===== config.mk =====
export PLATFORM = sky130hd
export DESIGN_NAME = adc_readout_sequencer_validator_top_flat
export DESIGN_NICKNAME = d
export VERILOG_FILES = /design/src/sv/arsv_pkg.sv /design/src/sv/arsv_if.sv /design/src/sv/adc_readout_sequencer_validator_top.sv /design/src/flat_wrapper.sv
export VERILOG_INCLUDE_DIRS = /design/src /design/src/sv
export SDC_FILE = /design/constraint.sdc
export NUM_CORES = 1
export LEC_CHECK = 0
export ABC_AREA = 1
export BUFFER_PORTS_ARGS = -buffer_cell sky130_fd_sc_hd__buf_2
export CAP_MARGIN = 20
export CORE_MARGIN = 2
export CORE_UTILIZATION = 40
export CTS_CLUSTER_DIAMETER = 120
export DETAILED_ROUTE_END_ITERATION = 8
export MAX_ROUTING_LAYER = met4
export PLACE_DENSITY = 0.54
export SETUP_SLACK_MARGIN = 0.05
export SLEW_MARGIN = 20
export SYNTH_ARGS = -nofsm -noshare
export SYNTH_HDL_FRONTEND = slang
export SYNTH_SLANG_ARGS = --single-unit

===== constraint.sdc =====
create_clock -name clk -period 6.1 [get_ports clk]
set_input_delay 0.61 -clock clk [delete_from_list [all_inputs] [get_ports clk]]
set_output_delay 0.61 -clock clk [all_outputs]
set_load 0.01 [all_outputs]

===== src/sv/adc_readout_sequencer_validator_top_assert.svh =====
// Assertion macros for the ADC readout sequencer and validator.
// Included inside the top level; expects clk and rst in scope.
`ifndef ADC_READOUT_SEQUENCER_VALIDATOR_TOP_ASSERT_SVH
`define ADC_READOUT_SEQUENCER_VALIDATOR_TOP_ASSERT_SVH

// Same-cycle implication, checked out of reset.
`define ARSV_ASSERT_NOW(lbl, ante, cons, msg) \
  lbl: assert property (@(posedge clk) disable iff (rst) (ante) |-> (cons)) else $error(msg);

// Next-cycle implication, checked out of reset.
`define ARSV_ASSERT_NEXT(lbl, ante, cons, msg) \
  lbl: assert property (@(posedge clk) disable iff (rst) (ante) |=> (cons)) else $error(msg);

`endif


===== src/sv/arsv_pkg.sv =====
// Package for the ADC readout sequencer and validator: types, codes, constants.
// No dependencies; used by the channel interfaces and the top level.
`default_nettype none

package arsv_pkg;

  localparam int FRAMES_PER_BATCH = 3;
  localparam int CHANNEL_COUNT    = 3;
  localparam int FRAME_IDX_W      = (FRAMES_PER_BATCH > 1) ? $clog2(FRAMES_PER_BATCH) : 1;

  localparam int CFG_INDEX_W = 4;
  localparam int CFG_DATA_W  = 16;
  localparam int RES_DEPTH   = 4;
  localparam int RES_PTR_W   = $clog2(RES_DEPTH);
  localparam int RES_CNT_W   = $clog2(RES_DEPTH + 1);

  localparam logic [CFG_INDEX_W-1:0] REG_ERROR_THRESHOLD = CFG_INDEX_W'(0);
  localparam logic [CFG_INDEX_W-1:0] REG_SETTLE_TICKS    = CFG_INDEX_W'(1);

  localparam logic [15:0] ERROR_THRESHOLD_RESET = 16'd100;
  localparam logic [7:0]  SETTLE_TICKS_RESET    = 8'd1;

  localparam logic [15:0] PARITY_LUT   = 16'h6996;
  localparam logic [7:0]  PARITY_MASK  = 8'b0001_0000;
  localparam logic [7:0]  FLAG_MASK    = 8'b1110_0000;
  localparam logic [7:0]  CHANNEL_MASK = 8'b0000_1111;
  localparam logic [15:0] ERR_MAX      = 16'hFFFF;

  typedef enum logic [1:0] {
    CMD_TICK      = 2'd0,
    CMD_LINE      = 2'd1,
    CMD_XFER_DONE = 2'd2,
    CMD_RESET_REQ = 2'd3
  } cmd_t;

  typedef enum logic [2:0] {
    SQ_WRITE_RESET    = 3'd0,
    SQ_WAIT_SETTLE    = 3'd1,
    SQ_WRITE_SETTINGS = 3'd2,
    SQ_WRITE_SECOND   = 3'd3,
    SQ_IDLE           = 3'd4,
    SQ_WAIT_READY     = 3'd5,
    SQ_READING        = 3'd6
  } seq_state_t;

  typedef enum logic [2:0] {
    ACT_RESET    = 3'd0,
    ACT_SETTINGS = 3'd1,
    ACT_READ     = 3'd2,
    ACT_LED      = 3'd3,
    ACT_SAMPLE   = 3'd4
  } action_t;

  typedef struct packed {
    action_t     action;
    logic [1:0]  channel;
    logic [15:0] torque;
    logic [15:0] errors_seen;
    logic        last;
  } result_t;

  // Saturating increment of the error count.
  function automatic logic [15:0] sat_inc(input logic [15:0] v, input logic inc);
    sat_inc = (inc && (v != ERR_MAX)) ? v + 16'd1 : v;
  endfunction

endpackage

`default_nettype wire


===== src/sv/arsv_if.sv =====
// Channel interfaces for the ADC readout sequencer: event input, result output,
// configuration write. Depend on arsv_pkg.
`default_nettype none

interface arsv_evt_if;
  logic            valid;
  logic            ready;
  arsv_pkg::cmd_t  command;
  logic            line_level;
  logic [7:0]      data_high;
  logic [7:0]      data_middle;
  logic [7:0]      data_low;
  logic [7:0]      status_byte;

  modport source (output valid, command, line_level, data_high, data_middle, data_low,
                  status_byte, input ready);
  modport sink   (input valid, command, line_level, data_high, data_middle, data_low,
                  status_byte, output ready);
endinterface

interface arsv_res_if;
  logic                valid;
  logic                ready;
  arsv_pkg::action_t   action;
  logic [1:0]          channel;
  logic [15:0]         torque;
  logic [15:0]         errors_seen;
  logic                last;

  modport source (output valid, action, channel, torque, errors_seen, last, input ready);
  modport sink   (input valid, action, channel, torque, errors_seen, last, output ready);
endinterface

interface arsv_cfg_if;
  logic                                valid;
  logic                                ready;
  logic [arsv_pkg::CFG_INDEX_W-1:0]    index;
  logic [arsv_pkg::CFG_DATA_W-1:0]     data;

  modport source (output valid, index, data, input ready);
  modport sink   (input valid, index, data, output ready);
endinterface

`default_nettype wire


===== src/sv/adc_readout_sequencer_validator_top.sv =====
// Top level of the ADC readout sequencer and frame validator.
// Depends on arsv_pkg, the channel interfaces in arsv_if.sv and the assertion header.
`default_nettype none

// Usage:
//   evt : one item per event: tick, data line change, transfer complete or reset
//         request, with the received frame bytes for a transfer complete.
//   res : zero, one or two result items per event item (command to send to the
//         converter, or a validated sample); last marks the final one of an item.
//   cfg : register writes (index 0 error threshold, index 1 settle ticks), always
//         ready; write only while no event item is in flight.
// Order: an event item is held in the input register, then its results are
//   written to a four-entry result queue, from whose head res is driven.
// Throughput: one event item per cycle while the queue has room for two more
//   results; the two results of an item (a sample followed by a forced reset)
//   leave one after the other through the single read port of the result queue.
// Reset: rst puts the sequencer into the writing-reset state with zero counters,
//   loads register defaults (threshold 100, settle ticks 1) and empties the queue.
// Stall: when res.ready is low the queue holds; once it cannot take two more
//   results the input register holds and evt.ready drops.
module adc_readout_sequencer_validator_top (
  input  wire logic          clk,
  input  wire logic          rst,
  arsv_evt_if.sink           evt,
  arsv_res_if.source         res,
  arsv_cfg_if.sink           cfg
);
  import arsv_pkg::*;

  // Configuration registers.
  logic [15:0] error_threshold;
  logic [7:0]  settle_ticks;

  // Sequencer state.
  seq_state_t              seq_state, seq_state_next;
  logic [7:0]              settle_count, settle_count_next;
  logic [15:0]             error_count, error_count_next;
  logic [FRAME_IDX_W-1:0]  frame_index, frame_index_next;

  // Input register.
  logic        stage_valid;
  cmd_t        stage_cmd;
  logic        stage_lvl;
  logic [7:0]  stage_dh, stage_dm, stage_dl, stage_st;

  // Result queue.
  result_t                res_mem [RES_DEPTH];
  logic [RES_PTR_W-1:0]   rd_ptr, wr_ptr;
  logic [RES_CNT_W-1:0]   res_count, count_after_pop;
  logic                   pop, room, advance, evt_take;

  // Results produced by the item in the input register.
  result_t     r0, r1;
  logic [1:0]  n_res;

  // Frame check terms.
  logic [7:0]  fx;
  logic [3:0]  fx4;
  logic        frame_zero, parity_ok, flags_set, ch_ok, sample_ok, batch_wrap, forced;
  logic [3:0]  ch_code;
  logic [15:0] err_a, err_b;

  assign cfg.ready = 1'b1;

  always_ff @(posedge clk) begin
    if (rst) begin
      error_threshold <= ERROR_THRESHOLD_RESET;
      settle_ticks    <= SETTLE_TICKS_RESET;
    end else if (cfg.valid) begin
      // Ignore indexes beyond the register list.
      if (cfg.index == REG_ERROR_THRESHOLD) begin
        error_threshold <= cfg.data[15:0];
      end else if (cfg.index == REG_SETTLE_TICKS) begin
        settle_ticks <= cfg.data[7:0];
      end
    end
  end

  // Queue flow: pop one per cycle, push up to two when there is room for two.
  assign pop             = res.valid && res.ready;
  assign count_after_pop = res_count - RES_CNT_W'(pop);
  assign room            = count_after_pop <= RES_CNT_W'(RES_DEPTH - 2);
  assign advance         = stage_valid && room;
  assign evt.ready       = !stage_valid || advance;
  assign evt_take        = evt.valid && evt.ready;

  always_ff @(posedge clk) begin
    if (rst) begin
      stage_valid <= 1'b0;
    end else begin
      stage_valid <= evt_take || (stage_valid && !advance);
    end
  end

  // Payload of the input register; hold while stalled.
  always_ff @(posedge clk) begin
    if (evt_take) begin
      stage_cmd <= evt.command;
      stage_lvl <= evt.line_level;
      stage_dh  <= evt.data_high;
      stage_dm  <= evt.data_middle;
      stage_dl  <= evt.data_low;
      stage_st  <= evt.status_byte;
    end
  end

  // Frame checks: parity over the 24 data bits against status bit 4, then flags,
  // then channel code. An all-zero frame counts one extra error.
  always_comb begin
    fx         = stage_dh ^ stage_dm ^ stage_dl;
    fx4        = fx[7:4] ^ fx[3:0];
    parity_ok  = PARITY_LUT[fx4] == ((stage_st & PARITY_MASK) != 8'd0);
    flags_set  = (stage_st & FLAG_MASK) != 8'd0;
    ch_code    = 4'(stage_st & CHANNEL_MASK);
    ch_ok      = (32'(ch_code) < CHANNEL_COUNT) && (ch_code <= 4'd3);
    frame_zero = (stage_dh == 8'd0) && (stage_dm == 8'd0) && (stage_dl == 8'd0)
                 && (stage_st == 8'd0);
    sample_ok  = parity_ok && !flags_set && ch_ok;
    err_a      = sat_inc(error_count, frame_zero);
    err_b      = sat_inc(err_a, !sample_ok);
    batch_wrap = frame_index == FRAME_IDX_W'(FRAMES_PER_BATCH - 1);
    forced     = batch_wrap && (err_b > error_threshold);
  end

  // Next state and results for the item in the input register.
  always_comb begin
    seq_state_next    = seq_state;
    settle_count_next = settle_count;
    error_count_next  = error_count;
    frame_index_next  = frame_index;
    n_res             = 2'd0;
    r0                = '{action: ACT_RESET, channel: 2'd0, torque: 16'd0,
                          errors_seen: error_count, last: 1'b0};
    r1                = '{action: ACT_RESET, channel: 2'd0, torque: 16'd0,
                          errors_seen: 16'd0, last: 1'b0};

    unique case (stage_cmd)
      CMD_TICK: begin
        if (seq_state == SQ_IDLE) begin
          seq_state_next = SQ_WAIT_READY;
        end else if (seq_state == SQ_WAIT_SETTLE) begin
          if (settle_count < settle_ticks) begin
            settle_count_next = settle_count + 8'd1;
          end else begin
            seq_state_next = SQ_WRITE_SETTINGS;
            r0.action      = ACT_SETTINGS;
            n_res          = 2'd1;
          end
        end
      end
      CMD_LINE: begin
        if (seq_state == SQ_WAIT_READY && !stage_lvl) begin
          seq_state_next = SQ_READING;
          r0.action      = ACT_READ;
          n_res          = 2'd1;
        end
      end
      CMD_XFER_DONE: begin
        unique case (seq_state)
          SQ_WRITE_RESET: begin
            seq_state_next = SQ_WAIT_SETTLE;
          end
          SQ_WRITE_SETTINGS: begin
            seq_state_next = SQ_WRITE_SECOND;
            r0.action      = ACT_LED;
            n_res          = 2'd1;
          end
          SQ_READING: begin
            // Batch check on wrap; a forced reset clears the count.
            frame_index_next = batch_wrap ? '0 : frame_index + FRAME_IDX_W'(1);
            error_count_next = forced ? 16'd0 : err_b;
            if (forced) begin
              seq_state_next    = SQ_WRITE_RESET;
              settle_count_next = 8'd0;
            end else begin
              seq_state_next = SQ_WAIT_READY;
            end
            if (sample_ok) begin
              r0 = '{action: ACT_SAMPLE, channel: ch_code[1:0],
                     torque: {stage_dh, stage_dm}, errors_seen: err_b, last: 1'b0};
              n_res = forced ? 2'd2 : 2'd1;
            end else if (forced) begin
              r0.errors_seen = 16'd0;
              n_res          = 2'd1;
            end
          end
          default: begin
            seq_state_next = SQ_IDLE;
          end
        endcase
      end
      CMD_RESET_REQ: begin
        seq_state_next    = SQ_WRITE_RESET;
        settle_count_next = 8'd0;
        n_res             = 2'd1;
      end
    endcase

    r0.last = n_res == 2'd1;
    r1.last = 1'b1;
  end

  always_ff @(posedge clk) begin
    if (rst) begin
      seq_state    <= SQ_WRITE_RESET;
      settle_count <= 8'd0;
      error_count  <= 16'd0;
      frame_index  <= '0;
    end else if (advance) begin
      seq_state    <= seq_state_next;
      settle_count <= settle_count_next;
      error_count  <= error_count_next;
      frame_index  <= frame_index_next;
    end
  end

  // Result queue pointers and count.
  always_ff @(posedge clk) begin
    if (rst) begin
      rd_ptr    <= '0;
      wr_ptr    <= '0;
      res_count <= '0;
    end else begin
      rd_ptr    <= rd_ptr + RES_PTR_W'(pop);
      wr_ptr    <= wr_ptr + (advance ? RES_PTR_W'(n_res) : RES_PTR_W'(0));
      res_count <= count_after_pop + (advance ? RES_CNT_W'(n_res) : RES_CNT_W'(0));
    end
  end

  always_ff @(posedge clk) begin
    if (advance && n_res != 2'd0) begin
      res_mem[wr_ptr] <= r0;
    end
    if (advance && n_res == 2'd2) begin
      res_mem[wr_ptr + RES_PTR_W'(1)] <= r1;
    end
  end

  assign res.valid       = res_count != '0;
  assign res.action      = res_mem[rd_ptr].action;
  assign res.channel     = res_mem[rd_ptr].channel;
  assign res.torque      = res_mem[rd_ptr].torque;
  assign res.errors_seen = res_mem[rd_ptr].errors_seen;
  assign res.last        = res_mem[rd_ptr].last;

  `include "adc_readout_sequencer_validator_top_assert.svh"

  `ARSV_ASSERT_NOW(a_queue_bound, 1'b1, res_count <= RES_CNT_W'(RES_DEPTH),
                   "result queue count beyond its depth")
  `ARSV_ASSERT_NOW(a_sample_channel, res.valid && res.action == ACT_SAMPLE,
                   32'(res.channel) < CHANNEL_COUNT, "sample with channel out of range")
  `ARSV_ASSERT_NOW(a_command_zero_payload, res.valid && res.action != ACT_SAMPLE,
                   res.channel == 2'd0 && res.torque == 16'd0,
                   "command result with nonzero sample fields")
  `ARSV_ASSERT_NEXT(a_state_holds, !rst && !advance, $stable(seq_state) &&
                    $stable(error_count), "sequencer state moved without an item")

endmodule

`default_nettype wire


===== src/flat_wrapper.sv =====
// flat-port wrapper written by rule: the top's interface ports become plain ports
module adc_readout_sequencer_validator_top_flat import arsv_pkg::*;
  (clk, rst, evt_valid, evt_command, evt_line_level, evt_data_high, evt_data_middle, evt_data_low, evt_status_byte, evt_ready, res_valid, res_action, res_channel, res_torque, res_errors_seen, res_last, res_ready, cfg_valid, cfg_index, cfg_data, cfg_ready);
  arsv_evt_if evt_i ();
  arsv_res_if res_i ();
  arsv_cfg_if cfg_i ();
  input  wire logic clk;
  input  wire logic rst;
  input wire logic [$bits(evt_i.valid)-1:0] evt_valid;
  input wire logic [$bits(evt_i.command)-1:0] evt_command;
  input wire logic [$bits(evt_i.line_level)-1:0] evt_line_level;
  input wire logic [$bits(evt_i.data_high)-1:0] evt_data_high;
  input wire logic [$bits(evt_i.data_middle)-1:0] evt_data_middle;
  input wire logic [$bits(evt_i.data_low)-1:0] evt_data_low;
  input wire logic [$bits(evt_i.status_byte)-1:0] evt_status_byte;
  output wire logic [$bits(evt_i.ready)-1:0] evt_ready;
  output wire logic [$bits(res_i.valid)-1:0] res_valid;
  output wire logic [$bits(res_i.action)-1:0] res_action;
  output wire logic [$bits(res_i.channel)-1:0] res_channel;
  output wire logic [$bits(res_i.torque)-1:0] res_torque;
  output wire logic [$bits(res_i.errors_seen)-1:0] res_errors_seen;
  output wire logic [$bits(res_i.last)-1:0] res_last;
  input wire logic [$bits(res_i.ready)-1:0] res_ready;
  input wire logic [$bits(cfg_i.valid)-1:0] cfg_valid;
  input wire logic [$bits(cfg_i.index)-1:0] cfg_index;
  input wire logic [$bits(cfg_i.data)-1:0] cfg_data;
  output wire logic [$bits(cfg_i.ready)-1:0] cfg_ready;
  assign evt_i.valid = evt_valid;
  assign evt_i.command = evt_command;
  assign evt_i.line_level = evt_line_level;
  assign evt_i.data_high = evt_data_high;
  assign evt_i.data_middle = evt_data_middle;
  assign evt_i.data_low = evt_data_low;
  assign evt_i.status_byte = evt_status_byte;
  assign evt_ready = evt_i.ready;
  assign res_valid = res_i.valid;
  assign res_action = res_i.action;
  assign res_channel = res_i.channel;
  assign res_torque = res_i.torque;
  assign res_errors_seen = res_i.errors_seen;
  assign res_last = res_i.last;
  assign res_i.ready = res_ready;
  assign cfg_i.valid = cfg_valid;
  assign cfg_i.index = cfg_index;
  assign cfg_i.data = cfg_data;
  assign cfg_ready = cfg_i.ready;
  adc_readout_sequencer_validator_top u_core (.clk(clk), .rst(rst), .evt(evt_i), .res(res_i), .cfg(cfg_i));
endmodule

==> results.txt, run 1 <==
Peak supply drop: 0.261 mV
Number of synthesized flops with an enable pin: 35
Largest net degree at the start of global routing: 83
GRT met3 Usage: 3.28%
Share of cells above drive strength 1: 13.6%
Crit path depth: 34
Primary FF master, synth: dfxtp_1
Worst path top cell family by delay: simple AND/OR/NAND/NOR gates
Maxcap violations: 0
Routed wire length: 40.8 mm
Worst Skew: 32.9 ps
Final worst-path cycle share: 91.1%
Clock slew seen by the registers of the worst setup and hold paths: 60 ps
Htree depth: 1
Post-DP HPWL: 27.9 mm
CTS tree: done
Die Height: 184 um
Clk_lat worst skew: 560 ps
Final Wtd Congestion: 0.940
Number of synthesized register bits: 248
Initial antenna violation count: 0
# fillers: 3335
Vias: 12.4k
Most used cell, CP: nand2_1
Gr usage total: 24.6%
Rel. slew slack: 38.7%
DIE WIDTH: 184 um
CTS sink cnt: 248
First-pass GRT wire length: 64.2 mm
CTS Buffer Depth: 3
Crit-path max FO: 24
R2R setup slack: 540 ps
Die area: 34000 um2
Worst EP required: 6520 ps
Pwr Density: 349 nW/um2
Hold path depth: 1
Max incr delay on CP: 500 ps
Root Buffer: clkbuf_16
Distinct cells, synth: 44
Synth Instances: 1837
Synth warnings: 0
Detail Route Antenna Nets: 0
Critical Path AT: 5980 ps
Final #Nets: 2009
Syn_area_per_cell: 7.08 um2
Met1 Usage GRT: 33.4%
Cell leakage power: 6.63 nW
Hold Buf Count CTS: 0
Ports: 101
Vias per inst: 5.22
Drt initial violations: 947
CP max stage cell: edfxtp_1
GRT met2 Usage: 38.5%
Design area: 15000 um2
Mapped cell area: 13000 um2
# diodes: 0
WS Path Type: register to register
TNS Setup: 0 ps
TritonRoute pass-1 iters: 6
DR WL/cell: 17.1 um
Total power: 0.00523 W
Drc violations: 0
Startpoint Class: register
Crit path buf inv count: 7
Post-synth ARST share: 0%
Setup violators final: 0
Global route hottest layer: met2
Max Freq: 180 MHz
R2R cell count: 34
Final Hold Vio Count: 0
RSZ-0062 raised after global routing: no
Net Count, Synth: 1930
Vias in the first global route: 11.5k
Status: finished, final reports clean
Total CTS buffers: 28
Worst Tran Pin Value: 919 ps
Minimum clock period: 5560 ps
Area after DPL: 13900 um2
Post-synthesis sequential area ratio: 40.8%
Core area: 32300 um2
Type of the worst min-delay path: input port to register
Rows: 66
IO Port Bufs: 99
Starting Density: 40.3%
Max Slew Vio Count: 0
Layout Area Growth over Synthesis: 15.2%
CP endpoint kind: register
Global route overflow: 0
-- per-layer routing --
layer / share of wire (%) / vias to the layer above
met5: 0 / -
met4: 2.7 / 0
met3: 5.3 / 66
met2: 45 / 344
met1: 47 / 5773
li1: - / 6234
-- metrics by stage --
| stage | utilization [%] | hold slack (ps) | setup WS [ps] | cells |
|---|---|---|---|---|
| after floorplan | - | 423 | 880 | 1837 |
| after global placement | 43.2 | 433 | 464 | 2317 |
| after detailed placement | 43.2 | 436 | 350 | 2317 |
| after CTS | 46.0 | 192 | 333 | 2369 |
| after global routing | 46.4 | 193 | 59.1 | 2380 |
| final | 46.4 | 224 | 541 | 2380 |
-- worst register-to-register path, delay by kind of cell (launching register included) --
| kind | cells | cell delay (ps) |
|---|---|---|
| AO/OA/AOI/OAI | 7 | 1120 |
| adder cells (fa/ha/maj) | 3 | 810 |
| buffers and inverters | 7 | 830 |
| flip-flops | 1 | 500 |
| AND/OR/NAND/NOR | 17 | 2170 |
-- cell type report --
| class | instances | area, um2 | share of cell area, % |
|---|---|---|---|
| clock inverter | 9 | 86.3 | 0.576 |
| clock buffer | 43 | 838 | 5.59 |
| multi-input combinational | 1314 | 6620 | 44.2 |
| timing repair buffer | 140 | 861 | 5.74 |
| tap | 442 | 553 | 3.69 |
| timing repair inverter | 1 | 7.51 | 0.0501 |
| inverter | 183 | 707 | 4.72 |
| sequential | 248 | 5320 | 35.5 |
-- cells in the final DEF, fill, tap and decap left out, drive strengths merged, types with 42 or more instances in the layout --
master and count:
inv 181, dfxtp 213, nor2 309, nand3 96
o22ai 42, nand2 330, buf 140, a21oi 184
o21ai 198, clkbuf 43
-- registers in the layout, summed over array words and instances (netlist names), 2 cells and up --
register	flops
u_core.stage_dh	8
u_core.error_count	16
u_core.settle_ticks	8
u_core.stage_st	8
u_core.stage_dm	8
u_core.stage_dl	8
u_core.error_threshold	16
u_core.res_mem	152
u_core.rd_ptr	2
u_core.res_count	3
u_core.frame_index	2
u_core.wr_ptr	2
u_core.stage_cmd	2
u_core.settle_count	8
u_core.seq_state	3
-- final timing paths --
check / start / end
max: u_core.stage_dh[6] / u_core.res_mem[2][3]
min: evt_data_middle[1] / u_core.stage_dm[1]
max reg2reg: u_core.stage_dh[6] / u_core.res_mem[2][3]
min reg2reg: u_core.res_mem[0][29] / u_core.res_mem[0][29]
-- report_power, final --
part | total (W) | internal (W) | switching (W)
registers | 0.00205 | 0.00192 | 0.000129
logic | 0.00151 | 0.000558 | 0.000949
clock network | 0.00167 | 0.000988 | 0.000685
total | 0.00523 | 0.00347 | 0.00176
-- synth_stat cells (4+ instances only) --
cell type / instances / share of area [%]
nand3_2: 6 / 0.46
nor3_1: 11 / 0.42
xor2_1: 18 / 1.2
o21a_1: 24 / 1.4
nor2_1: 285 / 8.2
buf_6: 5 / 0.43
nor2_4: 11 / 0.95
nand3_1: 90 / 3.5
inv_2: 20 / 0.58
ha_1: 32 / 3.1
o211ai_1: 17 / 0.98
clkbuf_1: 62 / 1.8
o21ai_1: 13 / 0.50
o21ai_0: 185 / 7.1
nand4_1: 16 / 0.77
o22ai_1: 42 / 2.0
nand2_2: 17 / 0.82
a211oi_1: 4 / 0.23
edfxtp_1: 35 / 8.1
dfxtp_1: 213 / 33
a21boi_1: 8 / 0.46
inv_1: 162 / 4.7
buf_2: 20 / 0.77
nand2_1: 311 / 9.0
a21oi_1: 183 / 7.0
nor2_2: 12 / 0.58
xnor2_1: 10 / 0.67
-- repair_timing --
| action | in CTS | in global routing |
|---|---|---|
| setup buffers | 0 | 9 |
| endpoints found under the setup margin | 0 | 113 |
| gates resized for setup | 0 | 14 |
-- kinds of logic after synthesis --
logic type	Yosys count	synth area share, %
AOI/OAI and AO/OA	482	20.1
xor gates and xnor gates	28	1.88
other	1	0.0288
buffers and inverters	275	8.49
DFF	248	40.8
and+or+nand+nor	770	25.4
adders and majority gates	33	3.23
No activity file was read; power rests on OpenSTA's default activity.
==> run 2: changes to the inputs <==
Settings changed: RECOVER_POWER from default to 25.
==> results.txt, run 2 (same netlist as run 1, synthesis figures left out) <==
Status: complete, but fails checks
Failing checks: max-capacitance violations, max-slew violations
TNS Setup: 0 ps (unchanged)
DR WL/cell: 17.2 um (+0.17%)
Hold Buf Count CTS: 0 (unchanged)
CTS Buffer Depth: 3 (unchanged)
Worst EP required: 6470 ps (-50 ps)
Starting Density: 40.3% (unchanged)
Post-Route Utilization: 46.3% (-0.10 points)
Die Height: 184 um (unchanged)
Minimum clock period: 5590 ps (+29.0 ps)
Worst path top cell family by delay: simple AND/OR/NAND/NOR gates
Worst Skew: 35.3 ps (+2.38 ps)
Routed wire length: 40.9 mm (+0.17%)
Largest Register: u_core.res_mem
IO Port Bufs: 99 (unchanged)
Vias in the first global route: 11.5k (unchanged)
Core area: 32300 um2 (unchanged)
Worst Tran Pin Value: 3560 ps (+2640 ps)
Type of the worst min-delay path: input port to register
Layout Area Growth over Synthesis: 14.9%
WHS: 222 ps (-1.61 ps)
Final #Nets: 2009 (unchanged)
Final worst-path cycle share: 91.6% (+0.48 points)
Clk_lat worst skew: 560 ps (about the same)
Post-DP HPWL: 27.9 mm (unchanged)
Cell leakage power: 6.60 nW (-0.49%)
Global route overflow: 0 (unchanged)
WS Path Type: register to register
Setup violators final: 0 (unchanged)
Crit path buf inv count: 4 (-3)
Maxcap violations: 4 (+4)
CP endpoint kind: register
Most common cell after layout, fill and taps aside: nand2_1
Startpoint Class: register
Largest register FFs: 152 (unchanged)
Drc violations: 0 (unchanged)
Most used cell, CP: nand2_1
CP max stage cell: edfxtp_1
CTS sink cnt: 248 (unchanged)
Rel. slew slack: -138% (-180 points)
Largest net degree at the start of global routing: 83 (unchanged)
Final Hold Vio Count: 0 (unchanged)
Drt initial violations: 957 (+1.1%)
Vias: 12.4k (-0.12%)
Root Buffer: clkbuf_16
Max Slew Vio Count: 150 (+150)
Vias per inst: 5.21 (-0.12%)
Final Wtd Congestion: 0.940 (unchanged)
Initial antenna violation count: 0 (unchanged)
Pwr Density: 350 nW/um2 (+0.26%)
Top flop regs: u_core.res_mem: 152 flops, u_core.error_count: 16 flops, u_core.error_threshold: 16 flops
Critical Path AT: 5960 ps (-20 ps)
Die area: 34000 um2 (unchanged)
First-pass GRT wire length: 64.2 mm (unchanged)
Ports: 101 (unchanged)
Crit-path max FO: 24 (unchanged)
DIE WIDTH: 184 um (unchanged)
Total CTS buffers: 28 (unchanged)
TritonRoute pass-1 iters: 6 (unchanged)
Max incr delay on CP: 500 ps (about the same)
Clock slew seen by the registers of the worst setup and hold paths: 60 ps (about the same)
Rows: 66 (unchanged)
Commonest non-fill, non-tap cells in the layout: nand2_1, nor2_1, dfxtp_1
Htree depth: 1 (unchanged)
Peak supply drop: 0.258 mV (-1.1%)
RSZ-0062 raised after global routing: no
Max Freq: 179 MHz (-0.52%)
Gr usage total: 24.6% (unchanged)
Detail Route Antenna Nets: 0 (unchanged)
Share of cells above drive strength 1: 13.3% (-0.31 points)
CTS tree: done
# diodes: 0 (unchanged)
## run 2: power breakdown
part / total [W] / switching (W) / internal [W]
combinational: 0.00151 / 0.000942 / 0.000564
sequential: 0.00205 / 0.000128 / 0.00192
clock: 0.00168 / 0.000688 / 0.000988
## run 2: routing by layer
layer  track usage, %  part of all wire, %  wire length [um]  vias up
li1                 -                    -                 -     6232
met1             33.4                   47             19200     5760
met2             38.5                   45             18300      344
met3             3.28                  5.6              2270       66
met4             6.72                  2.6              1080        0
met5                -                    0                 0        -
## run 2: layout make-up
type / instances / area (um2)
clock inverter: 9 / 86.3
sequential: 248 / 5320
tap: 442 / 553
multi-input combinational: 1314 / 6590
timing repair buffer: 140 / 855
clock buffer: 43 / 838
fill: 3339 / 17300
inverter: 183 / 707
timing repair inverter: 1 / 7.51
## run 2: worst register-to-register path: cells and delay by family, from the launching register on
kind,cells,cell delay (ps)
AO/OA/AOI/OAI,6,1030
XOR/XNOR,1,160
adder cells (fa/ha/maj),5,1400
buffers and inverters,4,340
flip-flops,1,500
AND/OR/NAND/NOR,16,1960
## run 2: final timing paths
| kind | from | to | slack [ps] | depth (start not counted) |
|---|---|---|---|---|
| worst min register to register | u_core.res_mem[0][29] | u_core.res_mem[0][29] | 440 | 2 |
| worst min-delay path | evt_data_low[7] | u_core.stage_dl[7] | 220 | 1 |
| worst max-delay path | u_core.stage_dh[6] | u_core.res_count[2] | 510 | 32 |
| worst max register to register | u_core.stage_dh[6] | u_core.res_count[2] | 510 | 32 |
## run 2: per-stage QoR
stage,power [W],instances,setup slack (ps),area [um2]
final,0.00523,2380,512,15000
after global routing,0.00558,2380,40.4,15000
after CTS,0.00528,2369,333,14900
after detailed placement,0.00359,2317,350,13900
after global placement,0.00357,2317,464,13900
after floorplan,0.00305,1837,880,13000
## run 2: what timing repair did
action	in CTS	in global routing
endpoints found under the setup margin	0	113
resized for setup	0	14
setup buffers	0	9
==> run 3: changes to the inputs <==
Settings changed: CORE_UTILIZATION 40 to 60, PLACE_DENSITY 0.54 to 0.77.
==> results.txt, run 3 (same netlist as run 1, synthesis figures left out) <==
Max Freq: 179 MHz (about the same)
Global route overflow: 0 (unchanged)
Minimum clock period: 5590 ps (+2.78 ps)
IO Port Bufs: 99 (unchanged)
Rel. slew slack: -120% (+17 points)
Fin cells: 2205 (-7.4%)
Layout Area Growth over Synthesis: 13.0%
Sequential group share of total power: 39.2% (about the same)
Type of the worst min-delay path: input port to register
Hold path depth: 1 (unchanged)
Vias in the first global route: 11.7k (+1.7%)
Maxcap violations: 2 (-2)
Total CTS buffers: 26 (-7.1%)
Post-DP HPWL: 26.1 mm (-6.4%)
Total power: 0.00525 W (+0.34%)
TNS Setup: 0 ps (unchanged)
Clock share of power: 32.5% (+0.5 points)
Vias: 12.8k (+3.1%)
Htree depth: 1 (unchanged)
Final Wtd Congestion: 1.01 (+7.6%)
Failing checks: max-capacitance violations, max-slew violations
Rows: 53 (-20%)
WS Path Type: register to register
Worst Tran Pin Value: 3310 ps (-257 ps)
NetSw: 0.00175 W (-0.64%)
Critical Path AT: 5970 ps (about the same)
Most common cell after layout, fill and taps aside: nand2_1
Starting Density: 61.5% (+21 points)
Crit-path max FO: 24 (unchanged)
Setup violators final: 0 (unchanged)
Core area: 21200 um2 (-34%)
Sw Ratio: 33.3% (-0.33 points)
Inst Count DP: 2149 (-7.3%)
CTS tree: done
Fin worst setup slack: 509 ps (-2.78 ps)
Startpoint Class: register
Max incr delay on CP: 380 ps (-120 ps)
Worst Skew: 10.7 ps (-24.6 ps)
Final #Nets: 2003 (-0.30%)
Die area: 22900 um2 (-33%)
Commonest non-fill, non-tap cells in the layout: nand2_1, nor2_1, dfxtp_1
# diodes: 0 (unchanged)
Detail Route Antenna Nets: 0 (unchanged)
Pwr Density: 357 nW/um2 (+2.0%)
WHS: 253 ps (+30.3 ps)
First-pass GRT wire length: 60.4 mm (-5.9%)
Largest net degree at the start of global routing: 72 (-13%)
Worst EP required: 6480 ps (about the same)
Share of cells above drive strength 1: 12.6% (-0.72 points)
Max Slew Vio Count: 100 (-33%)
Largest Register: u_core.res_mem
Gr usage total: 34.4% (+9.8 points)
Internal cell power: 0.00350 W (+0.84%)
DR WL/cell: 17.3 um (+0.92%)
Root Buffer: clkbuf_16
Status: complete, but fails checks
Die Height: 151 um (-18%)
Setup Slack @ Placement: 260 ps (-90.2 ps)
R2R cell count: 34 (+6.3%)
CP endpoint kind: register
Drc violations: 0 (unchanged)
RSZ-0062 raised after global routing: no
DIE WIDTH: 151 um (-18%)
TritonRoute pass-1 iters: 5 (-1)
Routed wire length: 38.2 mm (-6.5%)
Peak supply drop: 0.284 mV (+9.9%)
Cell leakage power: 6.52 nW (-1.2%)
Clk_lat worst skew: 530 ps (-30 ps)
Initial antenna violation count: 0 (unchanged)
Final worst-path cycle share: 91.6% (about the same)
CTS sink cnt: 248 (unchanged)
Vias per inst: 5.80 (+11%)
Top flop regs: u_core.res_mem: 152 flops, u_core.error_count: 16 flops, u_core.error_threshold: 16 flops
Drt initial violations: 1324 (+38%)
CTS Buffer Depth: 3 (unchanged)
Ports: 101 (unchanged)
Clock slew seen by the registers of the worst setup and hold paths: 70 ps (about the same)
Largest register FFs: 152 (unchanged)
Combinational group share of total power: 28.3% (-0.5 points)
CP max stage cell: dfxtp_2
Final Hold Vio Count: 0 (unchanged)
## run 3: changes by cell type in the layout (fill, tap and decap cells not counted), sizes merged
cell	previous run	this run
clkinvlp	5	4
clkinv	6	1
inv	181	184
clkbuf	46	56
bufinv	1	3
buf	137	120
## run 3: layout make-up
class                           instances  area [um2]
Multi-Input combinational cell       1314        6620
Fill cell                            1807        6440
Sequential cell                       248        5320
Clock buffer                           39         811
Timing Repair Buffer                  137         786
Inverter                              183         698
Tap cell                              275         344
Clock inverter                          9         135
## run 3: metrics by stage
step / area [um2] / util, %
floorplan: 13000 / -
global placement: 13700 / 64.7
detailed placement: 13700 / 64.7
CTS: 14600 / 69.2
global route: 14700 / 69.5
finish: 14700 / 69.5
## run 3: path summary, 6_finish.rpt
path	from	to	slack [ps]
hold reg to reg	u_core.res_mem[0][27]	u_core.res_mem[0][27]	440
hold / removal	evt_data_high[0]	u_core.stage_dh[0]	250
setup reg to reg	u_core.error_count[1]	u_core.res_count[2]	510
setup / recovery	u_core.error_count[1]	u_core.res_count[2]	510
## run 3: per-layer routing
layer / share of wire (%) / routed length, um / global-route usage [%] / vias to the layer above
met5: 0 / 0 / - / -
met3: 8.8 / 3360 / 5.15 / 75
li1: - / - / - / 6211
met4: 3.2 / 1230 / 12.1 / 0
met2: 45 / 17200 / 53.4 / 557
met1: 43 / 16500 / 46.1 / 5941
## run 3: power groups by stage
stage | clock network [W] | logic [W] | registers (W)
2_1_floorplan | 0 | 0.00100 | 0.00205
3_3_place_gp | 0 | 0.00144 | 0.00208
3_5_place_dp | 0 | 0.00148 | 0.00208
4_1_cts | 0.00172 | 0.00149 | 0.00205
5_1_grt | 0.00178 | 0.00166 | 0.00208
6_report | 0.00171 | 0.00148 | 0.00206
## run 3: worst max-delay path, delay by kind of cell (launching register included)
kind | cells | cell delay (ps)
AOI/OAI and AO/OA | 6 | 980
xor gates and xnor gates | 1 | 160
adders and majority gates | 6 | 1670
buffers and inverters | 5 | 380
DFF | 1 | 380
and+or+nand+nor | 16 | 1850
## run 3: repair_timing
| action | CTS | global route |
|---|---|---|
| hold buffers | 0 | 0 |
| setup endpoints to repair | 0 | 155 |
| gates resized for setup | 0 | 13 |
| setup buffers | 0 | 8 |
